File: src/rtl/rau_pkg.sv
// ----------------------------------------------------------------------------
// rau_pkg: shared types and constants for the rational arithmetic unit
// Operation codes, sequencer states, the default operand width and the control
// and status groups passed between the sequencer and the shared divider.
// ----------------------------------------------------------------------------
package rau_pkg;

	localparam int unsigned WIDTH_DEF = 32;

	typedef enum logic [1:0] {
		OP_ADD = 2'd0,
		OP_SUB = 2'd1,
		OP_MUL = 2'd2,
		OP_DIV = 2'd3
	} op_t;

	typedef enum logic [3:0] {
		ST_IDLE,
		ST_MUL0,
		ST_MUL1,
		ST_MUL2,
		ST_SUM,
		ST_GCD,
		ST_GCD_WAIT,
		ST_NDIV,
		ST_NDIV_WAIT,
		ST_DDIV,
		ST_DDIV_WAIT,
		ST_PACK,
		ST_OUT
	} state_t;

	typedef struct packed {
		logic start;
	} div_ctl_t;

	typedef struct packed {
		logic busy;
		logic done;
	} div_sts_t;

endpackage

File: src/rtl/rational_arith_unit.sv
// ----------------------------------------------------------------------------
// rational_arith_unit: rational add, subtract, multiply and divide
// Exact cross products, Euclidean gcd reduction, overflow to 0/1.
// ----------------------------------------------------------------------------
//  channel | signals                                   | direction
//  in      | in_valid in_ready kind a_num a_den b_num b_den | into block
//  out     | out_valid out_ready res_num res_den overflow  | out of block
//
//  one transaction at a time; gcd reduction runs on the shared bit-serial
//  divider (2*WIDTH+1 bits a pass).
//  in_ready is high only when idle; the result holds until out_ready.
//  arst_n clears the sequencer; datapath registers need no reset.
// ----------------------------------------------------------------------------
module rational_arith_unit #(
	parameter int unsigned WIDTH = rau_pkg::WIDTH_DEF
) (
	input  logic        clk,
	input  logic        arst_n,
	input  logic        in_valid,
	output logic        in_ready,
	input  logic [1:0]  kind,
	input  logic [31:0] a_num,
	input  logic [31:0] a_den,
	input  logic [31:0] b_num,
	input  logic [31:0] b_den,
	output logic        out_valid,
	input  logic        out_ready,
	output logic [31:0] res_num,
	output logic [30:0] res_den,
	output logic        overflow
);

	rau_seq #(.WIDTH(WIDTH)) u_seq (
		.clk       (clk),
		.arst_n    (arst_n),
		.in_valid  (in_valid),
		.in_ready  (in_ready),
		.kind      (kind),
		.a_num     (a_num),
		.a_den     (a_den),
		.b_num     (b_num),
		.b_den     (b_den),
		.out_valid (out_valid),
		.out_ready (out_ready),
		.res_num   (res_num),
		.res_den   (res_den),
		.overflow  (overflow)
	);

endmodule

File: src/rtl/rau_div.sv
// ----------------------------------------------------------------------------
// rau_div: shared restoring divider
// Unsigned divide of a DW-bit dividend by a DW-bit divisor, one quotient
// bit per cycle; quotient and remainder held until the next start.
// ----------------------------------------------------------------------------
module rau_div #(
	parameter int unsigned DW = 64
) (
	input  logic             clk,
	input  logic             arst_n,
	input  rau_pkg::div_ctl_t ctl,
	input  logic [DW-1:0]    dividend,
	input  logic [DW-1:0]    divisor,
	output rau_pkg::div_sts_t sts,
	output logic [DW-1:0]    quot,
	output logic [DW-1:0]    rem
);

	localparam int unsigned CW = $clog2(DW + 1);

	logic [CW-1:0] cnt_q;
	logic          busy_q;
	logic          done_q;
	logic [DW-1:0] q_q;
	logic [DW-1:0] r_q;
	logic [DW-1:0] d_q;
	logic [DW:0]   r_sh;
	logic [DW:0]   r_sub;

	assign r_sh  = {r_q, q_q[DW-1]};
	assign r_sub = r_sh - {1'b0, d_q};

	always_ff @(posedge clk or negedge arst_n) begin
		if (!arst_n) begin
			cnt_q  <= '0;
			busy_q <= 1'b0;
			done_q <= 1'b0;
		end else begin
			done_q <= 1'b0;
			if (ctl.start) begin
				cnt_q  <= CW'(DW);
				busy_q <= 1'b1;
			end else if (busy_q) begin
				cnt_q <= cnt_q - 1'b1;
				if (cnt_q == CW'(1)) begin
					busy_q <= 1'b0;
					done_q <= 1'b1;
				end
			end
		end
	end

	always_ff @(posedge clk) begin
		if (ctl.start) begin
			q_q <= dividend;
			r_q <= '0;
			d_q <= divisor;
		end else if (busy_q) begin
			if (!r_sub[DW]) begin
				r_q <= r_sub[DW-1:0];
				q_q <= {q_q[DW-2:0], 1'b1};
			end else begin
				r_q <= r_sh[DW-1:0];
				q_q <= {q_q[DW-2:0], 1'b0};
			end
		end
	end

	assign sts.busy = busy_q;
	assign sts.done = done_q;
	assign quot     = q_q;
	assign rem      = r_q;

endmodule

File: src/rtl/rau_seq.sv
// ----------------------------------------------------------------------------
// rau_seq: operand datapath and sequencer
// Forms the cross products one per cycle, combines them, runs Euclid on the
// shared divider and divides both magnitudes by the gcd unless one is zero.
// ----------------------------------------------------------------------------
module rau_seq #(
	parameter int unsigned WIDTH = rau_pkg::WIDTH_DEF
) (
	input  logic        clk,
	input  logic        arst_n,
	input  logic        in_valid,
	output logic        in_ready,
	input  logic [1:0]  kind,
	input  logic [31:0] a_num,
	input  logic [31:0] a_den,
	input  logic [31:0] b_num,
	input  logic [31:0] b_den,
	output logic        out_valid,
	input  logic        out_ready,
	output logic [31:0] res_num,
	output logic [30:0] res_den,
	output logic        overflow
);

	localparam int unsigned DW = 2 * WIDTH + 1;
	localparam int unsigned MW = 2 * WIDTH;

	rau_pkg::state_t  state_q, state_nx;
	rau_pkg::div_ctl_t dctl;
	rau_pkg::div_sts_t dsts;

	logic [WIDTH-1:0] an_q, ad_q, bn_q, bd_q;
	logic             ann_q, adn_q, bnn_q, bdn_q;
	logic [1:0]       kind_q;
	logic [MW-1:0]    p0_q, p1_q;
	logic             p0n_q, p1n_q;
	logic [DW-1:0]    nm_q, dm_q, x_q, y_q, g_q;
	logic             nn_q, dn_q;
	logic [DW-1:0]    div_a, div_b, quot, rem;
	logic [WIDTH-1:0] mul_x, mul_y;
	logic             mul_n;
	logic [MW-1:0]    prod;
	logic [DW-1:0]    q_n_q;
	logic [31:0]      rnum_q;
	logic [30:0]      rden_q;
	logic             ovf_q;
	logic [31:0]      nm32;

	function automatic logic [WIDTH:0] mag(input logic [WIDTH-1:0] v);
		logic [WIDTH:0] m;
		m = v[WIDTH-1] ? ({1'b0, ~v} + 1'b1) : {1'b0, v};
		return m;
	endfunction

	// one shared multiplier, operands steered by state
	always_comb begin
		mul_x = an_q;
		mul_y = bd_q;
		mul_n = ann_q ^ bdn_q;
		case (state_q)
			rau_pkg::ST_MUL0: begin
				mul_x = an_q;
				mul_y = (kind_q == rau_pkg::OP_MUL) ? bn_q : bd_q;
				mul_n = ann_q ^ ((kind_q == rau_pkg::OP_MUL) ? bnn_q : bdn_q);
			end
			rau_pkg::ST_MUL1: begin
				mul_x = ad_q;
				mul_y = (kind_q == rau_pkg::OP_DIV) ? bn_q : bd_q;
				mul_n = adn_q ^ ((kind_q == rau_pkg::OP_DIV) ? bnn_q : bdn_q);
			end
			rau_pkg::ST_MUL2: begin
				mul_x = ad_q;
				mul_y = bn_q;
				mul_n = adn_q ^ bnn_q ^ (kind_q == rau_pkg::OP_SUB);
			end
			default: ;
		endcase
	end
	assign prod = MW'(mul_x) * MW'(mul_y);

	always_comb begin
		div_a = x_q;
		div_b = y_q;
		case (state_q)
			rau_pkg::ST_NDIV: begin div_a = nm_q; div_b = g_q; end
			rau_pkg::ST_DDIV: begin div_a = dm_q; div_b = g_q; end
			default: ;
		endcase
	end
	assign dctl.start = (state_q == rau_pkg::ST_GCD && y_q != '0) ||
		state_q == rau_pkg::ST_NDIV || state_q == rau_pkg::ST_DDIV;

	rau_div #(.DW(DW)) u_div (
		.clk      (clk),
		.arst_n   (arst_n),
		.ctl      (dctl),
		.dividend (div_a),
		.divisor  (div_b),
		.sts      (dsts),
		.quot     (quot),
		.rem      (rem)
	);

	always_comb begin
		state_nx = state_q;
		case (state_q)
			rau_pkg::ST_IDLE:  if (in_valid) state_nx = rau_pkg::ST_MUL0;
			rau_pkg::ST_MUL0:  state_nx = rau_pkg::ST_MUL1;
			rau_pkg::ST_MUL1:  state_nx = (kind_q == rau_pkg::OP_ADD ||
				kind_q == rau_pkg::OP_SUB) ? rau_pkg::ST_MUL2 : rau_pkg::ST_SUM;
			rau_pkg::ST_MUL2:  state_nx = rau_pkg::ST_SUM;
			rau_pkg::ST_SUM:   state_nx = (nm_q == '0 || dm_q == '0) ?
				rau_pkg::ST_PACK : rau_pkg::ST_GCD;
			rau_pkg::ST_GCD:   state_nx = (y_q == '0) ? rau_pkg::ST_NDIV :
				rau_pkg::ST_GCD_WAIT;
			rau_pkg::ST_GCD_WAIT:  if (dsts.done) state_nx = rau_pkg::ST_GCD;
			rau_pkg::ST_NDIV:      state_nx = rau_pkg::ST_NDIV_WAIT;
			rau_pkg::ST_NDIV_WAIT: if (dsts.done) state_nx = rau_pkg::ST_DDIV;
			rau_pkg::ST_DDIV:      state_nx = rau_pkg::ST_DDIV_WAIT;
			rau_pkg::ST_DDIV_WAIT: if (dsts.done) state_nx = rau_pkg::ST_PACK;
			rau_pkg::ST_PACK:  state_nx = rau_pkg::ST_OUT;
			rau_pkg::ST_OUT:   if (out_ready) state_nx = rau_pkg::ST_IDLE;
			default:           state_nx = rau_pkg::ST_IDLE;
		endcase
	end

	always_comb begin
		in_ready  = (state_q == rau_pkg::ST_IDLE);
		out_valid = (state_q == rau_pkg::ST_OUT);
	end

	always_ff @(posedge clk or negedge arst_n) begin
		if (!arst_n) state_q <= rau_pkg::ST_IDLE;
		else         state_q <= state_nx;
	end

	logic [WIDTH:0] m_an, m_ad, m_bn, m_bd;
	assign m_an = mag(a_num[WIDTH-1:0]);
	assign m_ad = mag(a_den[WIDTH-1:0]);
	assign m_bn = mag(b_num[WIDTH-1:0]);
	assign m_bd = mag(b_den[WIDTH-1:0]);

	logic [WIDTH:0] lim;
	assign lim = {2'b00, {(WIDTH-1){1'b1}}};

	assign nm32 = 32'(nm_q);

	always_ff @(posedge clk) begin
		case (state_q)
			rau_pkg::ST_IDLE: begin
				kind_q <= kind;
				// the most negative value keeps its full magnitude in WIDTH bits
				an_q <= m_an[WIDTH-1:0]; ann_q <= a_num[WIDTH-1];
				ad_q <= m_ad[WIDTH-1:0]; adn_q <= a_den[WIDTH-1];
				bn_q <= m_bn[WIDTH-1:0]; bnn_q <= b_num[WIDTH-1];
				bd_q <= m_bd[WIDTH-1:0]; bdn_q <= b_den[WIDTH-1];
			end
			rau_pkg::ST_MUL0: begin p0_q <= prod; p0n_q <= mul_n; end
			rau_pkg::ST_MUL1: begin
				dm_q <= {1'b0, prod}; dn_q <= mul_n;
				if (kind_q == rau_pkg::OP_MUL || kind_q == rau_pkg::OP_DIV) begin
					nm_q <= {1'b0, p0_q}; nn_q <= p0n_q;
				end
			end
			rau_pkg::ST_MUL2: begin
				if (p0n_q == mul_n) begin
					nm_q <= {1'b0, p0_q} + {1'b0, prod}; nn_q <= p0n_q;
				end else if (p0_q >= prod) begin
					nm_q <= {1'b0, p0_q - prod}; nn_q <= p0n_q;
				end else begin
					nm_q <= {1'b0, prod - p0_q}; nn_q <= mul_n;
				end
			end
			rau_pkg::ST_SUM: begin x_q <= nm_q; y_q <= dm_q; end
			rau_pkg::ST_GCD: if (y_q == '0) g_q <= x_q;
			rau_pkg::ST_GCD_WAIT: if (dsts.done) begin x_q <= y_q; y_q <= rem; end
			rau_pkg::ST_NDIV_WAIT: if (dsts.done) q_n_q <= quot;
			rau_pkg::ST_DDIV_WAIT: if (dsts.done) begin
				nm_q <= q_n_q; dm_q <= quot;
			end
			rau_pkg::ST_PACK: begin
				if (nm_q == '0 || dm_q == '0) begin
					rnum_q <= '0; rden_q <= 31'd1; ovf_q <= 1'b0;
				end else if (nm_q > DW'(lim) || dm_q > DW'(lim)) begin
					rnum_q <= '0; rden_q <= 31'd1; ovf_q <= 1'b1;
				end else begin
					rnum_q <= (nn_q ^ dn_q) ? (32'd0 - nm32) : nm32;
					rden_q <= 31'(dm_q);
					ovf_q  <= 1'b0;
				end
			end
			default: ;
		endcase
	end

	assign res_num  = rnum_q;
	assign res_den  = rden_q;
	assign overflow = ovf_q;

endmodule

File: config.mk
export PLATFORM = sky130hd
export DESIGN_NAME = rational_arith_unit
export DESIGN_NICKNAME = d
export VERILOG_FILES = /design/src/rtl/rau_pkg.sv /design/src/rtl/rational_arith_unit.sv /design/src/rtl/rau_div.sv /design/src/rtl/rau_seq.sv
export SDC_FILE = /design/constraint.sdc
export NUM_CORES = 2
export LEC_CHECK = 0
export BUFFER_PORTS_ARGS = -buffer_cell sky130_fd_sc_hd__buf_2
export CELL_PAD_IN_SITES_DETAIL_PLACEMENT = 1
export CELL_PAD_IN_SITES_GLOBAL_PLACEMENT = 1
export CORE_MARGIN = 2
export CORE_UTILIZATION = 46
export DETAILED_ROUTE_END_ITERATION = 6
export PLACE_DENSITY = 0.89
export REMOVE_ABC_BUFFERS = 1
export SLEW_MARGIN = 0
export SYNTH_ARGS = -nofsm -noshare
export SYNTH_HDL_FRONTEND = slang
export SYNTH_SLANG_ARGS = --single-unit
export TNS_END_PERCENT = 10
File: constraint.sdc
create_clock -name clk -period 13.6 [get_ports clk]
set_input_delay 0 -clock clk [delete_from_list [all_inputs] [get_ports clk]]
set_output_delay 0 -clock clk [all_outputs]
set_load 0.1 [all_outputs]
# Word level (Yosys, flattened, before mapping)
# Index checks and enable logic that the tools add are counted.
# word_totals
wordCells	159
in_bits	134
reg_bits	863
# op_classes
bitwise	10
order_cmp	3
reduce_logical	28
eq_ne	23
n_addsub	10
mux	51
multipliers	1
# op_table
cell	n
$mux 65	10
$pmux 65 s2	4
$logic_not 65->1	3
$pmux 65 s3	1
$gt 65x31->1 const B	2
$add 32x1->32 const B	4
$mux 32	4
$not 32->32	4
$sub 64x64->64	2
$mux 31	4
$pmux 32 s3	1
$sub 66x65->66	1
$add 64x64->65	1
$reduce_bool 65->1	1
$ge 64x64->1	1
$mul 32x32->64	1
$mux 64	1
$pmux 4 s13	1
$sub 1x32->32 const A	1
$mux 4	6
$eq 4x4->1 const B	5
$eq 4x3->1 const B	4
$mux 1	14
$mux 7	2
other kinds (23)	48

# Logic depth before layout (Yosys ltp)
# logic_depth
word_depth	8
depth_mapped	55
ltp_nobuf	47

# Hierarchy
# Synthesis repeated with hierarchy kept, for this count alone.
# unflattened
cells_unflattened	9096
area_unflattened_um2	86028.8
# by_module_without_submodules
mod	area_each_um2	n_inst	cells_per_inst
rau_seq	73614.4	1	7827
rau_div	12414.4	1	1269

# Least setup slack after synthesis
# OpenSTA, ideal clock, no wires.
# synth_timing
kind	flip-flop to flip-flop
from	register u_seq.state_q[3]
to	register u_seq.state_q[1]
stages_incl_launch_ff	6
setup_slack_ns	-1.529
setup_time_ns	0.146
path_buffers	1
arrival_ns	14.984
path_cell_list	dfrtp_1 or2_1 buf_2 nor3_1 a222oi_1 o21ai_0
# synth_between
elab_chain_len	3
# synth_lines
item	line	text
start, declared	rau_seq.sv:28	rau_pkg::state_t state_q, state_nx;
start signal, assigned	rau_seq.sv:133	if (!arst_n) state_q <= rau_pkg::ST_IDLE;
start signal, assigned	rau_seq.sv:134	else state_q <= state_nx;
$logic_not 4->1 *	n/a	
named net in_ready	rational_arith_unit.sv:20	output logic in_ready,
$ne 2x2->1 (no line)	n/a	
$reduce_and 5->1 (no line)	n/a	
# The timed path passes the listed nets; every way through them passes the cells marked *.
# A chain may end at the register's enable or synchronous reset.

# Final worst setup path
# layout_timing
from	register u_seq.state_q[2]
to	register u_seq.nm_q[52], data pin
# layout_between
elab_chain_len	8
# layout_lines
item	line	text
$eq 4x2->1	rau_seq.sv:60	case (state_q)
$reduce_or 2->1 (no line)	n/a	
$mux 32	rau_seq.sv:60	
$mul 32x32->64 *	rau_seq.sv:79	assign prod = MW'(mul_x) * MW'(mul_y);
named net u_seq.prod[29]	rau_seq.sv:42	logic [MW-1:0] prod;
$sub 64x64->64 (tied with other cells)	rau_seq.sv:171	nm_q <= {1'b0, prod - p0_q}; nn_q <= mul_n;
$mux 64	rau_seq.sv:168	end else if (p0_q >= prod) begin
$mux 65 *	rau_seq.sv:166	if (p0n_q == mul_n) begin
$pmux 65 s3 *	rau_seq.sv:149	case (state_q)
end signal, assigned	rau_seq.sv:167	nm_q <= {1'b0, p0_q} + {1'b0, prod}; nn_q <= p0n_q;
end signal, assigned	rau_seq.sv:169	nm_q <= {1'b0, p0_q - prod}; nn_q <= p0n_q;
end signal, assigned	rau_seq.sv:171	
end, declared	rau_seq.sv:37	logic [DW-1:0] nm_q, dm_q, x_q, y_q, g_q;
# Marks and branches as above.

==> metrics.log <==
INFO  metric cellLeakagePower = 41.1 nW
INFO  metric worst_ep_required_time = 14.10 ns
INFO  metric row_count = around 160
INFO  metric worstSetupStartpointType = register
INFO  metric path_common_cell = fa_1
INFO  metric crit_path_max_fanout = 31
INFO  metric grt_max_degree = between 100 and 150
INFO  metric cts.clk_slew.worst_paths = around 0.090 ns
INFO  metric placeableCoreArea = 183000 µm²
INFO  metric type_of_the_worst_min_delay_path = primary input to register
INFO  metric synth_top_cell_area_share = 27.7%
INFO  metric via_count = between 70000 and 80000
INFO  metric grt_pass1_wl = 527 mm
INFO  metric clock_power_share = 48.2%
INFO  metric final_net_count = 11100
INFO  metric dieHeight = 434 µm
INFO  metric groute.layer.met1.usage = 47.2%
INFO  metric slew_viol_final = 0
INFO  metric drc_errors = 0
INFO  metric tritoncts = yes
INFO  metric timing.critical_path.slowest_stage_cell = or4_1
INFO  metric final_cell_area = 96500 µm²
INFO  metric place.gp.congestion = 1.01
INFO  metric grtUsageMet2 = 60.2%
INFO  metric ys_seq_elements = 863
INFO  metric time_the_worst_path_needs_with_i_o_delays_and_setup = 13.38 ns
INFO  metric final_hold_viol_count = 0
INFO  metric ios = 200
INFO  metric switching_share = 23.6%
INFO  metric grt_overflow_total = 0
INFO  metric fill_cells = 20700
INFO  metric finalWirelength = about 360 mm
INFO  metric yosys.area.top_type = edfxtp_1
INFO  metric grt_busiest_layer = met2
INFO  metric die_area = 189000 µm²
INFO  metric postPlaceCellArea = 90500 µm²
INFO  metric power_density = 61.3 nW/µm²
INFO  metric worst_hold_slack = roughly 0.021 ns
INFO  metric max_freq = 74.8 MHz
INFO  metric io_buffer_count = 199
INFO  metric ys_dominant_reg_cell = edfxtp_1
INFO  metric post_synth_main_area_contributors = edfxtp_1, fa_1, ha_1
INFO  metric drive_above_1_share = approximately 11%
INFO  metric cp.arrival = between 10 and 15 ns
INFO  metric maximum_number_of_buffers_from_clock_root_to_sink = 3
INFO  metric critical_path.top_delay_family = adder cells
INFO  metric sequential_to_total_area_share_from_yosys_stat = 29.6%
INFO  metric max_slew_headroom_at_the_worst_pin = 10.1%
INFO  metric synth.distinct_cells = 95
INFO  metric chipWidth = 434 µm
INFO  metric post_drt_wl_per_cell = around 30 µm
INFO  metric ir_drop = between 0.0001 and 0.00015 V
INFO  metric synthesis.area = 85200 µm²
INFO  metric clkLatencyLatePin = 0.82 ns
INFO  metric power.combinational.fraction = 3.5%
INFO  metric tritoncts.num_buffers = 96
INFO  metric asyncSetResetFlopFracSynth = 1.51%
INFO  metric setup_violations = 0
INFO  metric cp.depth = 47
INFO  metric place.detailed.hpwl = roughly 270 mm
INFO  metric cts_num_sinks = 863
INFO  metric p_switching = between 1 and 1.5 mW
INFO  metric htreeDepth = 3
INFO  metric final_min_period_over_clock_period = 98.4%
INFO  metric critical-path-max-stage-delay = 0.55 ns
INFO  metric layout_commonest_cell = inv_1
INFO  metric reg2regPathDepth = between 40 and 50
INFO  metric detailedRoute.firstIterationViolations = 8501
INFO  metric initial_core_util = 46.4%
INFO  metric cap_violations = 0
INFO  metric worst-path-buf-inv = 11
INFO  metric synth.avg_cell_area = roughly 9.4 µm²
INFO  metric antenna_found_initial = 16
INFO  metric synthCells = approximately 9100
INFO  metric unrepaired_setup_endpoints_after_global_routing = true
INFO  metric drtPass1Iterations = 6
INFO  metric timing.setup.critical_path_class = register to register
INFO  metric p_int = 4.52 mW
INFO  metric layout_stage_area_growth_over_the_synthesis_result = 13.3%
INFO  metric yosysWarnings = 0
INFO  metric worst-slew-pin-transition = 1.32 ns
INFO  metric vias_per_cell = 6.28
INFO  metric grt_pass1_vias = between 80000 and 90000
INFO  metric clock-root-buffer = clkbuf_16
INFO  metric status = finished, final reports clean
INFO  metric setup.worst_path.end_class = register
INFO  metric share_seq_of_total_power = around half
INFO  metric grt_use_total = 37.4%
INFO  metric synth_enable_flop_cells = 785
INFO  metric fin_setup_tns = 0 ns
INFO  metric antenna_violating_nets_post_route = 0
INFO  metric grt.met3_usage = under 10%
INFO  metric min_delay_path_depth = 4
INFO  metric worst_clock_skew = around 0.11 ns
INFO  metric mostFrequentLayoutCells = inv_1, nand2_1, nor2_1, fa_1, edfxtp_1
## worst min-delay path: stages
cell and delay, ns:
buf_2 0.10, inv_1 0.20, a222oi_1 0.22, o211a_1 0.20
## registers in the layout, indices dropped and copies added, names as in the netlist, 4 cells and up
register and cells:
u_seq.g_q 65, u_seq.an_q 32, u_seq.y_q 65, u_seq.x_q 65, u_seq.res_num 32, u_seq.bd_q 32
u_seq.u_div.cnt_q 7, u_seq.res_den 31, u_seq.dm_q 65, u_seq.ad_q 32, u_seq.bn_q 32, u_seq.state_q 4
u_seq.q_n_q 65, u_seq.u_div.d_q 65, u_seq.p0_q 64, u_seq.u_div.quot 65, u_seq.u_div.rem 65, u_seq.nm_q 65
## cells in the mapped netlist, drive strengths merged (98+ instances only)
cell / count
a31oi: 109
clkbuf: 414
nor2: 1056
inv: 1160
nand2: 1055
o21ai: 426
ha: 551
nor3: 98
a21oi: 486
a21o: 113
mux2: 198
a22oi: 129
xnor2: 278
edfxtp: 785
nand3: 106
fa: 900
## layer usage
| layer | vias up | part of all wire (%) |
|---|---|---|
| met5 | - | 0.0075 |
| met3 | 1304 | 8.8 |
| met2 | 4684 | 46 |
| li1 | 31400 | - |
| met4 | 4 | 7.3 |
| met1 | 38300 | 38 |
## kinds of logic after synthesis
group	count (synthesis)	synth area share, %
and+or+nand+nor	2782	14.1
AOI/OAI and AO/OA	1748	12.9
buffers and inverters	1645	7.30
adders and majority gates	1451	29.3
DFF	863	29.6
xor gates and xnor gates	348	3.58
muxes	249	3.22
## final timing paths
check	from	to	slack (ns)
worst max-delay path	u_seq.state_q[2]	u_seq.nm_q[52]	0.22
worst min register to register	u_seq.x_q[14]	u_seq.g_q[14]	0.46
min in group asynchronous	arst_n	u_seq.u_div.busy_q	0.25
max in group asynchronous	arst_n	u_seq.state_q[0]	13.14
worst max register to register	u_seq.state_q[2]	u_seq.nm_q[52]	0.22
worst min-delay path	out_ready	u_seq.state_q[0]	0.02
## through the flow
step / setup WS, ns / utilization (%) / std cells / total power, mW
floorplan: -1.56 / - / 8603 / 2.96
CTS: 0.00482 / 52.5 / 12000 / 5.88
global route: -0.0511 / 52.6 / 12100 / 6.00
finish: 0.224 / 52.6 / 12100 / 5.92
detailed placement: 0.0450 / 49.3 / 11600 / 3.02
global placement: 0.334 / 49.3 / 11600 / 3.01
## timing repair
action / CTS / global route
endpoints found under the setup margin: 1 / 63
hold buffers: 247 / 0
endpoints found under the hold margin: 147 / 0
setup buffers: 0 / 3
pin swaps: 0 / 1
gates resized for setup: 1 / 44
## cell type report
cell class,count,area (µm²),share of cell area [%]
Timing Repair Buffer,800,6340,6.57
Tap cell,2464,3080,3.19
Inverter,1162,4370,4.53
Clock buffer,111,2500,2.59
Clock inverter,67,783,0.811
Antenna cell,11,27.5,0.0285
Multi-Input combinational cell,6578,54200,56.2
Sequential cell,863,25200,26.1
## power by group through the flow
stage | Clock [mW] | Sequential, mW | Combinational (mW)
after floorplan | 0 | 2.92 | 0.0465
after global placement | 0 | 2.92 | 0.0955
after detailed placement | 0 | 2.92 | 0.103
after CTS | 2.84 | 2.86 | 0.177
after global routing | 2.93 | 2.86 | 0.212
final | 2.85 | 2.86 | 0.207
Power figures use the tool's default switching activity.
